==> config.mk <==
export PLATFORM = sky130hd
export DESIGN_NAME = impc_csr
export DESIGN_NICKNAME = d
export VERILOG_FILES = /design/src/rtl/impc_pkg.sv /design/src/rtl/impc_csr.sv
export SDC_FILE = /design/constraint.sdc
export NUM_CORES = 1
export LEC_CHECK = 0
export ABC_AREA = 0
export BUFFER_PORTS_ARGS = -buffer_cell sky130_fd_sc_hd__buf_2
export CAP_MARGIN = 5
export CORE_MARGIN = 10
export CORE_UTILIZATION = 43
export CTS_CLUSTER_DIAMETER = 120
export DETAILED_ROUTE_END_ITERATION = 6
export PLACE_DENSITY = 0.78
export SETUP_SLACK_MARGIN = 0.3
export SLEW_MARGIN = 10
export SYNTH_ARGS = -nofsm -noshare
export SYNTH_HDL_FRONTEND = slang
export SYNTH_SLANG_ARGS = --single-unit
==> constraint.sdc <==
create_clock -name clock -period 1.12 [get_ports clock]
set_clock_uncertainty 0.05 [all_clocks]
set_input_delay 0.056 -clock clock [delete_from_list [all_inputs] [get_ports clock]]
set_output_delay 0.056 -clock clock [all_outputs]
set_load 0.01 [all_outputs]
==> src/rtl/impc_pkg.sv <==
// Shared types, field positions and saturating helpers for the impulse
// collision response block. Used by the csr, controller, datapath and top.
package impc_pkg;

   localparam int DEFAULT_FRACTION_BITS = 16;
   localparam int CFG_W = 17;

   // register indexes
   localparam logic REG_RESTITUTION = 1'b0;
   localparam logic REG_CORRECTION  = 1'b1;

   // stream payload layout
   localparam int REQ_TDATA_W = 264;
   localparam int REQ_TUSER_W = 2;
   localparam int RSP_TDATA_W = 192;

   localparam int REQ_PVX = 0;
   localparam int REQ_PVY = 32;
   localparam int REQ_CVX = 64;
   localparam int REQ_CVY = 96;
   localparam int REQ_IM  = 128;
   localparam int REQ_KND = 159;
   localparam int REQ_COL = 161;
   localparam int REQ_NX  = 162;
   localparam int REQ_NY  = 194;
   localparam int REQ_DEP = 226;

   // request selector codes
   localparam logic CMD_LOAD    = 1'b0;
   localparam logic CMD_RESOLVE = 1'b1;

   typedef enum logic [4:0] {
      OP_NONE,
      OP_LOAD,
      OP_REL,
      OP_LDW,
      OP_DOTX,
      OP_DOTY,
      OP_DOTSUM,
      OP_CANX,
      OP_CANY,
      OP_CANW,
      OP_AMT,
      OP_SHX,
      OP_SHY,
      OP_SHW,
      OP_NUM,
      OP_DIVGO,
      OP_JSAT,
      OP_IX1,
      OP_IX2,
      OP_IY1,
      OP_IY2,
      OP_IW,
      OP_OUT
   } op_type;

   typedef struct packed {
      op_type op;
      logic   body;
      logic   vec;
   } cmd_type;

   typedef struct packed {
      logic       is_load;
      logic       coll;
      logic       acc_pos;
      logic [1:0] fixd;
      logic [1:0] kin;
      logic       div_busy;
   } status_type;

   typedef struct packed {
      logic [CFG_W-1:0] restitution;
      logic [CFG_W-1:0] share;
   } cfg_type;

   localparam logic signed [65:0] S32_MAX_W = 66'sh7FFFFFFF;
   localparam logic signed [65:0] S32_MIN_W = -S32_MAX_W - 66'sd1;

   function automatic logic signed [65:0] sext(input logic [31:0] x);
      return $signed({{34{x[31]}}, x});
   endfunction

   function automatic logic signed [31:0] sat32(input logic signed [65:0] v);
      logic signed [31:0] r;
      if (v > S32_MAX_W) r = 32'sh7FFFFFFF;
      else if (v < S32_MIN_W) r = 32'sh80000000;
      else r = v[31:0];
      return r;
   endfunction

   function automatic logic signed [32:0] s33(input logic [31:0] x);
      return $signed({x[31], x});
   endfunction

endpackage

==> src/rtl/impc_csr.sv <==
// APB-style register bank: restitution and correction share.
// Depends on impc_pkg.
module impc_csr
   import impc_pkg::*;
#(
   parameter int FRACTION_BITS = DEFAULT_FRACTION_BITS
) (
   input  logic        clock,
   input  logic        reset,
   input  logic        csr_psel,
   input  logic        csr_penable,
   input  logic        csr_pwrite,
   input  logic [2:0]  csr_paddr,
   input  logic [31:0] csr_pwdata,
   output logic [31:0] csr_prdata,
   output logic        csr_pready,
   output cfg_type     cfg
);
   localparam logic [63:0] ONE_W = 64'd1 << FRACTION_BITS;
   localparam logic [63:0] REST_RST = (64'd8 * ONE_W + 64'd5) / 64'd10;
   localparam logic [63:0] SHARE_RST = (64'd2 * ONE_W + 64'd5) / 64'd10;

   logic [CFG_W-1:0] rest_ff;
   logic [CFG_W-1:0] share_ff;
   logic             wr_en;

   assign csr_pready = 1'b1;
   assign wr_en = csr_psel & csr_penable & csr_pwrite;

   // write registers on the access cycle
   always_ff @(posedge clock) begin
      if (reset) begin
         rest_ff  <= REST_RST[CFG_W-1:0];
         share_ff <= SHARE_RST[CFG_W-1:0];
      end else if (wr_en) begin
         if (csr_paddr[2] == REG_RESTITUTION) rest_ff <= csr_pwdata[CFG_W-1:0];
         else share_ff <= csr_pwdata[CFG_W-1:0];
      end
   end

   // read back
   always_comb begin
      if (csr_paddr[2] == REG_RESTITUTION) csr_prdata = {15'd0, rest_ff};
      else csr_prdata = {15'd0, share_ff};
   end

   assign cfg.restitution = rest_ff;
   assign cfg.share       = share_ff;
endmodule

==> results.md <==
Run status:
- The run finished, with violations left.
- The final reports fail on setup timing.

Worst setup path:
- The startpoint class of the critical path is a flop.
- In this run the worst path has a maximum fanout of 3.
- Together, buffers and inverters on the worst path number 1.
- The kind of end point of the critical path is an output port.
- The kind of cell with the highest combined delay along the critical path is flip-flops.
- The data required time of the worst path is 1.01 ns.
- The reg-to-reg critical path startpoint is rest_ff[6].
- Tracing the worst setup path back leads to its startpoint at rest_ff[7].
- The worst setup path is of the flop to output port kind.
- In this design, the stage delay of the slowest critical-path cell is 0.34 ns.
- The slowest stage of the critical path is the sky130_fd_sc_hd__dfxtp_2 cell.
- The critical path goes through mux2_2, buf_6.
- For the worst setup path, the data arrival time is 1.03 ns.

Logic synthesis:
- For this run, the register share of the synthesized area comes to 0.382.
- The average size of a mapped cell is 9.69 um2.
- By area, the combinational part of the netlist is dominated by multiplexers.
- Counting distinct cell types in the post-synthesis netlist gives 13.
- Synthesis produced a netlist whose cell count is 184.
- The synthesized-area fraction occupied by ao, oa, aoi and oai cells was 0.
- The number of warnings reported in the yosys synthesis log is 0.
- Of the total synthesized cell area, the portion taken by XOR and XNOR cells is 0.
- The post-synthesis adder-cell area fraction is 0.
- The largest total area in the synthesized netlist belongs to sky130_fd_sc_hd__dfxtp_1.
- The cell area after synthesis is around 1800 um2.
- The portion of synthesized area spent on multiplexers is 0.298.
- The post-synthesis simple-gate area fraction is 0.196.
- The area share of the largest cell type after synthesis is 0.382.
- In this run, synthesis produced a sequential element count of 34.
- Yosys attributes the largest share of cell area to sky130_fd_sc_hd__dfxtp_1 (38%), sky130_fd_sc_hd__mux2i_1 (19%), sky130_fd_sc_hd__nand2b_1 (12%), sky130_fd_sc_hd__mux2_2 (11%), sky130_fd_sc_hd__buf_4 (7.2%).

Clock tree:
- TritonCTS built the clock tree.
- The clock sink total is 34.
- CTS placed an instance of sky130_fd_sc_hd__clkbuf_8 at the clock tree root.
- The clock latency on the worst-skew pair is 0.28 ns.
- The post-CTS clock slew at the launch and capture registers of the worst setup and hold paths is 0.08 ns.
- The H-tree was split into 2 levels.
- The number of buffers inserted during clock tree synthesis is 5.
- The clock passes through at most 2 buffers.

Drt:
- The first TritonRoute pass finished after 4 iterations.
- The count of vias placed by the detailed router is 1809.
- The detailed-route DRC error count is 0.
- Once detail routing completed, the nets flagged for antenna violations numbered 0.
- The aggregate routed wire length is 7280 um.
- After detailed routing, the average wire length per cell comes to 19.1 um.
- The detailed router finished its first iteration with 63 violations.
- In the routed layout, each cell is associated on average with a via count of approximately 4.7.

GRT:
- The largest net degree at the start of global routing is 67.
- For this run, the total global-route usage over all layers was measured as 0.161.
- For this run the aggregate overflow at the end of global routing stands at 0.
- The via count of the first global-routing pass came to 1880.
- The initial antenna violation count is 1.
- The first global-routing pass estimated 9490 um of wire.

Cells and area:
- In the layout the commonest cells are sky130_fd_sc_hd__buf_6 (110), sky130_fd_sc_hd__mux2i_1 (34), sky130_fd_sc_hd__dfxtp_2 (34).
- The fraction of layout instances using a drive strength above 1 is 0.655.
- The summed area of non-filler cells in the final layout is approximately 3500 um2.
- The area used by multi-input combinational logic is 1100 um2.
- The count of cells in the finished layout, fillers not included, comes to between 300 and 400.
- The number of fill cells is 170.
- Registers take between 700 and 800 um2.
- The final-stage net count is between 300 and 400.
- The commonest non-fill, non-tap cell in the layout is sky130_fd_sc_hd__buf_6.
- The layout overhead on the synthesized area is 97.9%.

Power:
- The share of power burned in the clock network is 0.327.
- The switching power summed over all nets is slightly below 0.8 mW.
- Total power for the finished layout comes to a little under 3 mW.
- The internal power of the cells totals 2.13 mW.
- The portion of total power attributed to combinational logic is 0.239.
- Across the VDD grid, the largest voltage drop is 0.871 mV.
- For this design the static power due to leakage is 1.58 nW.
- The sequential share of power is 0.434.
- The switching portion of total power is 0.267.
- The power density over the cells is about 830 nW/um2.

Timing:
- Setup violations remaining at the end of the flow were counted as 5.
- The time the final worst path needs with I/O delays and setup is 1.14 ns.
- Setup repair after global routing could not meet its margin everywhere.
- The final number of hold-violating endpoints is 0.
- Setup slack on the critical path of the routed design comes to -0.0203 ns.
- The count of pins over their slew limit came to 0.
- The maximum operating frequency is 877 MHz.
- The period utilization is 1.02.

Place:
- Port buffering added 73 buffers.
- Routability-driven placement finished with a final weighted congestion of approximately 0.7.
- The number of cells in the design after placement is 299.
- Summed over all nets, the half-perimeter wirelength after detailed placement is 3320 um.
- The cell area after placement is approximately 2100 um2.

Floorplan:
- The initial utilization of the core area, before any placement, comes to 0.446.
- Row generation in the floorplan step produced 23 rows.
- The chip height is 84.4 um.
- The die covers 7120 um2.
- The top-level I/O count is 107.
- The standard cell core area is between 4000 and 5000 um2.
- The width of the die is 84.4 um.

Min path:
- The worst hold path belongs to the class primary input to flop.
- The worst hold path startpoint is csr_pwdata[12].

Flow run:
- The number of max-cap violations is 0.
synthesized netlist by cell type:
cell                       instances
sky130_fd_sc_hd__buf_2             2
sky130_fd_sc_hd__dfxtp_1          34
sky130_fd_sc_hd__clkbuf_1          6
sky130_fd_sc_hd__nor2_1           33
sky130_fd_sc_hd__mux2_2           17
sky130_fd_sc_hd__buf_6             3
sky130_fd_sc_hd__and4_1            1
sky130_fd_sc_hd__and4b_1           1
sky130_fd_sc_hd__mux2i_1          34
sky130_fd_sc_hd__buf_12            1
sky130_fd_sc_hd__conb_1            2
sky130_fd_sc_hd__nand2b_1         33
sky130_fd_sc_hd__buf_4            17
final timing paths:
kind / end / slack, ns / cells past startpoint
worst max-delay path: csr_prdata[7] / -0.02 / 2
worst min register to register: share_ff[11] / 0.54 / 3
worst max register to register: rest_ff[6] / 0.11 / 4
worst min-delay path: rest_ff[12] / 0.003 / 3
metrics by stage:
stage	setup TNS, ns	hold slack (ns)	util	worst slack, ns
final	-0.0547	0.00324	0.882	-0.0203
after floorplan	0	0.161	-	0.142
after global routing	-0.308	0.0147	0.882	-0.0570
after CTS	0	0.00105	0.763	0.00874
after global placement	0	0.278	0.529	0.150
after detailed placement	0	0.286	0.529	0.127
power by group through the flow:
stage          logic [mW]  registers (mW)  clock network (mW)
2_1_floorplan       0.274            1.29                   0
3_3_place_gp        0.373            1.28                   0
3_5_place_dp        0.379            1.28                   0
4_1_cts             0.570            1.26               0.935
5_1_grt             0.736            1.26                1.02
6_report            0.695            1.26               0.953
timing repair:
item / 4_1_cts / 5_1_grt
endpoints found under the setup margin: 51 / 59
pin swaps: 0 / 11
setup buffers: 31 / 29
resized for setup: 121 / 63
hold endpoints to repair: 16 / 1
hold buffers: 12 / 1
per-layer routing:
layer / track usage / routed length, um / up-vias
met5: 0 / 0 / -
li1: - / - / 859
met4: 0.0554 / 155 / 0
met2: 0.327 / 4260 / 57
met3: 0.0580 / 390 / 12
met1: 0.139 / 2480 / 881
state kept, by name, summed over array words and instances, names as in the netlist:
register  cells
share_ff     17
rest_ff      17
cell type report:
type | instances | share of cell area
multi-input combinational | 135 | 0.311
timing repair buffer | 153 | 0.440
clock inverter | 1 | 0.00142
clock buffer | 7 | 0.0245
sequential | 34 | 0.205
tap | 50 | 0.0177
antenna | 1 | 0.000709
worst reg2reg max path: stages (launching register included):
cell and delay [ns]:
sky130_fd_sc_hd__dfxtp_2 0.37, sky130_fd_sc_hd__buf_6 0.10, sky130_fd_sc_hd__buf_6 0.10, sky130_fd_sc_hd__nor2_4 0.03, sky130_fd_sc_hd__mux2i_1 0.25
cells by family after synthesis:
kind of cell / Yosys count
muxes: 51
buffers and inverters: 29
other: 2
DFF: 34
and+or+nand+nor: 68
Note: power is estimated with default switching activity, not from simulation.
