<file path="config.mk">
export PLATFORM = sky130hd
export DESIGN_NAME = impc_ctrl
export DESIGN_NICKNAME = d
export VERILOG_FILES = /design/src/rtl/impc_pkg.sv /design/src/rtl/impc_ctrl.sv
export SDC_FILE = /design/constraint.sdc
export NUM_CORES = 1
export LEC_CHECK = 0
export BUFFER_PORTS_ARGS = -buffer_cell sky130_fd_sc_hd__buf_4
export CAP_MARGIN = 40
export CORE_AREA = 2 2 52 44
export DETAILED_ROUTE_END_ITERATION = 10
export DIE_AREA = 0 0 54 46
export GPL_TIMING_DRIVEN = 0
export PLACE_DENSITY = 0.74
export SLEW_MARGIN = 10
export SYNTH_ARGS = -nofsm -noshare
export SYNTH_HDL_FRONTEND = slang
export SYNTH_SLANG_ARGS = --single-unit
</file>
<file path="constraint.sdc">
create_clock -name clock -period 1.8 [get_ports clock]
set_input_delay 0.09 -clock clock [delete_from_list [all_inputs] [get_ports clock]]
set_output_delay 0.09 -clock clock [all_outputs]
set_load 0.02 [all_outputs]
</file>
<file path="src/rtl/impc_pkg.sv">
// Shared types, field positions and saturating helpers for the impulse
// collision response block. Used by the csr, controller, datapath and top.
package impc_pkg;

   localparam int DEFAULT_FRACTION_BITS = 16;
   localparam int CFG_W = 17;

   // register indexes
   localparam logic REG_RESTITUTION = 1'b0;
   localparam logic REG_CORRECTION  = 1'b1;

   // stream payload layout
   localparam int REQ_TDATA_W = 264;
   localparam int REQ_TUSER_W = 2;
   localparam int RSP_TDATA_W = 192;

   localparam int REQ_PVX = 0;
   localparam int REQ_PVY = 32;
   localparam int REQ_CVX = 64;
   localparam int REQ_CVY = 96;
   localparam int REQ_IM  = 128;
   localparam int REQ_KND = 159;
   localparam int REQ_COL = 161;
   localparam int REQ_NX  = 162;
   localparam int REQ_NY  = 194;
   localparam int REQ_DEP = 226;

   // request selector codes
   localparam logic CMD_LOAD    = 1'b0;
   localparam logic CMD_RESOLVE = 1'b1;

   typedef enum logic [4:0] {
      OP_NONE,
      OP_LOAD,
      OP_REL,
      OP_LDW,
      OP_DOTX,
      OP_DOTY,
      OP_DOTSUM,
      OP_CANX,
      OP_CANY,
      OP_CANW,
      OP_AMT,
      OP_SHX,
      OP_SHY,
      OP_SHW,
      OP_NUM,
      OP_DIVGO,
      OP_JSAT,
      OP_IX1,
      OP_IX2,
      OP_IY1,
      OP_IY2,
      OP_IW,
      OP_OUT
   } op_type;

   typedef struct packed {
      op_type op;
      logic   body;
      logic   vec;
   } cmd_type;

   typedef struct packed {
      logic       is_load;
      logic       coll;
      logic       acc_pos;
      logic [1:0] fixd;
      logic [1:0] kin;
      logic       div_busy;
   } status_type;

   typedef struct packed {
      logic [CFG_W-1:0] restitution;
      logic [CFG_W-1:0] share;
   } cfg_type;

   localparam logic signed [65:0] S32_MAX_W = 66'sh7FFFFFFF;
   localparam logic signed [65:0] S32_MIN_W = -S32_MAX_W - 66'sd1;

   function automatic logic signed [65:0] sext(input logic [31:0] x);
      return $signed({{34{x[31]}}, x});
   endfunction

   function automatic logic signed [31:0] sat32(input logic signed [65:0] v);
      logic signed [31:0] r;
      if (v > S32_MAX_W) r = 32'sh7FFFFFFF;
      else if (v < S32_MIN_W) r = 32'sh80000000;
      else r = v[31:0];
      return r;
   endfunction

   function automatic logic signed [32:0] s33(input logic [31:0] x);
      return $signed({x[31], x});
   endfunction

endpackage

</file>
<file path="src/rtl/impc_ctrl.sv">
// Sequencer for load and resolve beats: issues at most one datapath op per cycle,
// holding while the divider is busy or a result is not taken. Depends on impc_pkg.
module impc_ctrl
   import impc_pkg::*;
(
   input  logic       clock,
   input  logic       reset,
   input  logic       req_tvalid,
   output logic       req_tready,
   output logic       rsp_tvalid,
   input  logic       rsp_tready,
   input  status_type status,
   output cmd_type    cmd
);
   typedef enum logic [5:0] {
      S_IDLE, S_DECODE, S_REL, S_DX, S_DY, S_DSUM, S_CHOOSE,
      S_CLDW, S_CDX, S_CDY, S_CDS, S_CCX, S_CCY, S_CCW,
      S_AMT, S_SHX, S_SHY, S_SHW,
      S_NUM, S_DIVGO, S_DIVW, S_JSAT,
      S_ISEL, S_IX1, S_IX2, S_IY1, S_IY2, S_IW,
      S_OUTA, S_WA, S_OUTB, S_WB
   } state_type;

   state_type state_ff, state_in;
   logic      body_ff, body_in;
   logic      vec_ff, vec_in;
   logic      dyn;

   assign dyn = ~status.fixd[body_ff] & ~status.kin[body_ff];

   always_comb begin
      state_in = state_ff;
      body_in  = body_ff;
      vec_in   = vec_ff;
      cmd.op   = OP_NONE;
      cmd.body = body_ff;
      cmd.vec  = vec_ff;
      case (state_ff)
         S_IDLE:   if (req_tvalid) state_in = S_DECODE;
         S_DECODE: begin
            if (status.is_load) begin
               cmd.op = OP_LOAD;
               state_in = S_IDLE;
            end else if (status.coll) state_in = S_REL;
            else state_in = S_IDLE;
         end
         S_REL:  begin cmd.op = OP_REL;    state_in = S_DX; end
         S_DX:   begin cmd.op = OP_DOTX;   state_in = S_DY; end
         S_DY:   begin cmd.op = OP_DOTY;   state_in = S_DSUM; end
         S_DSUM: begin cmd.op = OP_DOTSUM; state_in = S_CHOOSE; end
         S_CHOOSE: begin
            vec_in = 1'b0;
            if (status.acc_pos) state_in = S_IDLE;
            else if (status.kin[0] && status.fixd[1]) begin
               body_in = 1'b0;
               state_in = S_CLDW;
            end else if (status.kin[1] && status.fixd[0]) begin
               body_in = 1'b1;
               state_in = S_CLDW;
            end else state_in = S_NUM;
         end
         // cancel the approaching component of one body's physical, then control vector
         S_CLDW: begin cmd.op = OP_LDW;    state_in = S_CDX; end
         S_CDX:  begin cmd.op = OP_DOTX;   state_in = S_CDY; end
         S_CDY:  begin cmd.op = OP_DOTY;   state_in = S_CDS; end
         S_CDS:  begin cmd.op = OP_DOTSUM; state_in = S_CCX; end
         S_CCX:  begin cmd.op = OP_CANX;   state_in = S_CCY; end
         S_CCY:  begin cmd.op = OP_CANY;   state_in = S_CCW; end
         S_CCW: begin
            cmd.op = OP_CANW;
            if (!vec_ff) begin
               vec_in = 1'b1;
               state_in = S_CLDW;
            end else if (!status.fixd[body_ff]) state_in = S_AMT;
            else state_in = S_OUTA;
         end
         // position shift
         S_AMT: begin cmd.op = OP_AMT; state_in = S_SHX; end
         S_SHX: begin cmd.op = OP_SHX; state_in = S_SHY; end
         S_SHY: begin cmd.op = OP_SHY; state_in = S_SHW; end
         S_SHW: begin cmd.op = OP_SHW; state_in = S_OUTA; end
         // impulse
         S_NUM:   begin cmd.op = OP_NUM;   state_in = S_DIVGO; end
         S_DIVGO: begin cmd.op = OP_DIVGO; state_in = S_DIVW; end
         S_DIVW:  if (!status.div_busy) state_in = S_JSAT;
         S_JSAT: begin
            cmd.op = OP_JSAT;
            body_in = 1'b0;
            state_in = S_ISEL;
         end
         S_ISEL: begin
            if (dyn) state_in = S_IX1;
            else if (!body_ff) body_in = 1'b1;
            else state_in = S_OUTA;
         end
         S_IX1: begin cmd.op = OP_IX1; state_in = S_IX2; end
         S_IX2: begin cmd.op = OP_IX2; state_in = S_IY1; end
         S_IY1: begin cmd.op = OP_IY1; state_in = S_IY2; end
         S_IY2: begin cmd.op = OP_IY2; state_in = S_IW; end
         S_IW: begin
            cmd.op = OP_IW;
            if (!body_ff) begin
               body_in = 1'b1;
               state_in = S_ISEL;
            end else state_in = S_OUTA;
         end
         // present A then B
         S_OUTA: begin
            cmd.op = OP_OUT;
            cmd.body = 1'b0;
            state_in = S_WA;
         end
         S_WA: if (rsp_tready) state_in = S_OUTB;
         S_OUTB: begin
            cmd.op = OP_OUT;
            cmd.body = 1'b1;
            state_in = S_WB;
         end
         S_WB: if (rsp_tready) state_in = S_IDLE;
         default: state_in = S_IDLE;
      endcase
   end

   always_ff @(posedge clock) begin
      if (reset) begin
         state_ff <= S_IDLE;
         body_ff  <= 1'b0;
         vec_ff   <= 1'b0;
      end else begin
         state_ff <= state_in;
         body_ff  <= body_in;
         vec_ff   <= vec_in;
      end
   end

   assign req_tready = (state_ff == S_IDLE);
   assign rsp_tvalid = (state_ff == S_WA) || (state_ff == S_WB);
endmodule

</file>
==> run_results.csv <==
group,metric,value,unit
logic_synthesis,yosysTopAreaCell,"dfxtp_1",
logic_synthesis,synthTopCellsByCount,"nor2_1 (15), nor3_1 (12), a21oi_1 (11)",
setup_path,required,1710,ps
die,core,2030,um2
setup_path,crit_type,"reg2out",
pwr,p_leak,0.431,nW
die,die_w,54,um
routing,drc,0,
pwr,peakVddDrop,0.000346,V
logic_synthesis,synthesis.nets,150,
layout,post-route-util,57.8,%
placed_design,placed_area,1100,um2
global_route,use_met1,35.6,%
setup_path,crit_arrival,1680,ps
global_route,gr-usage-all-layers,27.5,%
sta,worst_pin_slew,591,ps
sta,hold_violations,0,
sta,slew_headroom,60.3,%
logic_synthesis,syn_area,923,um2
pwr,powerDensity,401,nW/um2
clock_network,cts_tree,"done",
clock_network,clk_pin_slew,60,ps
layout,syn2layout_area_growth,26.8,%
placed_design,io_buffers,20,
setup_path,crit_fanout,10,
layout,drive_gt1_share,30.4,%
routing,wl_per_cell,16.5,um
die,num_io_pins,21,
pwr,power.total,0.000469,W
placed_design,place_ws,-61.9,ps
layout,final_area,1170,um2
die,start_util,45.6,%
logic_synthesis,synth_seq_cells,7,
sta,min_period_over_period,98.2,%
die,dieArea,2480,um2
sta,timing.final.crit_period,1770,ps
clock_network,cts.sinks,7,
global_route,use_met3,5.59,%
logic_synthesis,syn_inst,138,
routing,drt_first_iter_violations,58,
die,die_h,46,um
run_status,outcome,"complete, no violations",
logic_synthesis,async_reset_ff_share,0,%
logic_synthesis,synthDistinctLibCells,43,
sta,timing.fmax,566,MHz
clock_network,postCtsHoldBufs,0,
layout,num-nets-final,174,
global_route,grt_pass1_wl,4930,um
routing,via_count,1201,
layout,antenna_cells,0,
routing,viasPerCell,6.46,
clock_network,cts.path.max_buffers,2,
logic_synthesis,synth_edf_count,0,
clock_network,post_cts_buffers,0,
min_path,hold_depth,2,
global_route,grt-busiest-layer,"met2",
clock_network,htreeDepth,1,
logic_synthesis,synthTopCellsByArea,"dfxtp_1 (15%), nor3_1 (6.5%), nor2_1 (6.1%)",
logic_synthesis,ys.flop_type,"dfxtp_1",
min_path,hold_path.class,"in2reg",
setup_path,critPathLaunchType,"flip-flop",
logic_synthesis,syn_avg_cell_area,6.69,um2
global_route,grt_remaining_overflow,0,
setup_path,endpoint_kind,"output port",
sta,setup_slack,33.2,ps
placed_design,placedCellCount,183,
placed_design,routabilityCongestion,1.00,
clock_network,cts_buffers,3,
sta,finalSetupViolations,0,
layout,final_cells,186,
logic_synthesis,yosys_warnings,0,
logic_synthesis,seq_area_frac_synth,15.2,%
setup_path,rr_worst_depth,6,
global_route,first_global_vias,1126,
clock_network,insertion_delay,260,ps
sta,finClkSkew,2.56,ps
logic_synthesis,synth_most_common_cell,"nor2_1",
placed_design,post-dp-hpwl,2200,um
die,rows,15,
clock_network,root_buffer,"clkbuf_4",
routing,firstDrtPassIters,4,
global_route,grt_use_met2,42.7,%
sta,finalMaxSlewViolations,0,
job,max_cap_violations,0,
logic_synthesis,synth_top_area_share,15.2,%
layout,nFillCells,221,
routing,postRouteAntennaNets,0,
global_route,antenna_found_initial,0,
routing,routed_wl,3080,um
global_route,grt_max_degree,11,
[registers in the layout, summed over array words and instances (netlist names)]
name / cells
body_ff: 1
state_ff: 5
vec_ff: 1
[cells by family after synthesis]
kind of cell | count (synthesis) | synth area share, %
compound gates | 47 | 35.5
buf+inv | 18 | 9.08
xor+xnor | 1 | 0.949
flops | 7 | 15.2
simple gates | 63 | 35.8
mux | 2 | 3.52
[critical path: stages (launching register included)]
cell and delay (ps):
dfxtp_2 370, buf_4 190, nor2_4 120, a21oi_1 60, mux4_2 460, nand2_1 80
buf_4 130
[path summary, 6_finish.rpt]
| check | from | endpoint | slack, ps |
|---|---|---|---|
| worst max-delay path | state_ff[2] | cmd[3] | 30 |
| worst min-delay path | reset | state_ff[1] | 40 |
| worst max register to register | state_ff[4] | state_ff[1] | 50 |
| worst min register to register | vec_ff | vec_ff | 540 |
[power breakdown]
part           internal [W]  switching (W)  leakage [nW]
clock network     0.0000853      0.0000688        0.0150
registers          0.000159     0.00000183        0.0577
logic             0.0000626      0.0000916         0.358
total              0.000307       0.000162         0.431
[final cells by class]
cell class	instances	area, um2	share of cell area (%)
flip-flops and latches	7	143	12.2
inverters	5	18.8	1.60
multi-input cells	113	714	61.0
repair buffers	20	150	12.8
clock buffers	4	26.3	2.24
plain buffers	12	87.6	7.48
well taps	25	31.3	2.67
[through the flow]
step	TNS (ps)	hold WS (ps)
after floorplan	0	152
after global placement	-113	314
after detailed placement	-171	321
after CTS	0	41.2
after global routing	-14.1	45.0
final	0	44.1
[cells in the final DEF, fill, tap and decap left out, types with 5 or more instances in the layout]
cell type,n
buf_4,24
nor2_1,14
nor3_1,11
a21oi_1,11
nand2_1,8
o21ai_0,8
nand2b_1,6
a31oi_1,6
dfxtp_1,5
[metal layers]
metal / share of wire, % / vias to the layer above
li1: - / 569
met1: 41 / 541
met2: 46 / 83
met3: 11 / 8
met4: 2.7 / 0
met5: 0 / -
[what timing repair did]
action / in CTS / in global routing
setup endpoints to repair: 8 / 7
resized for setup: 11 / 15
pin swaps: 0 / 1
gates cloned: 0 / 0
Note: power is estimated with default switching activity, not from simulation.
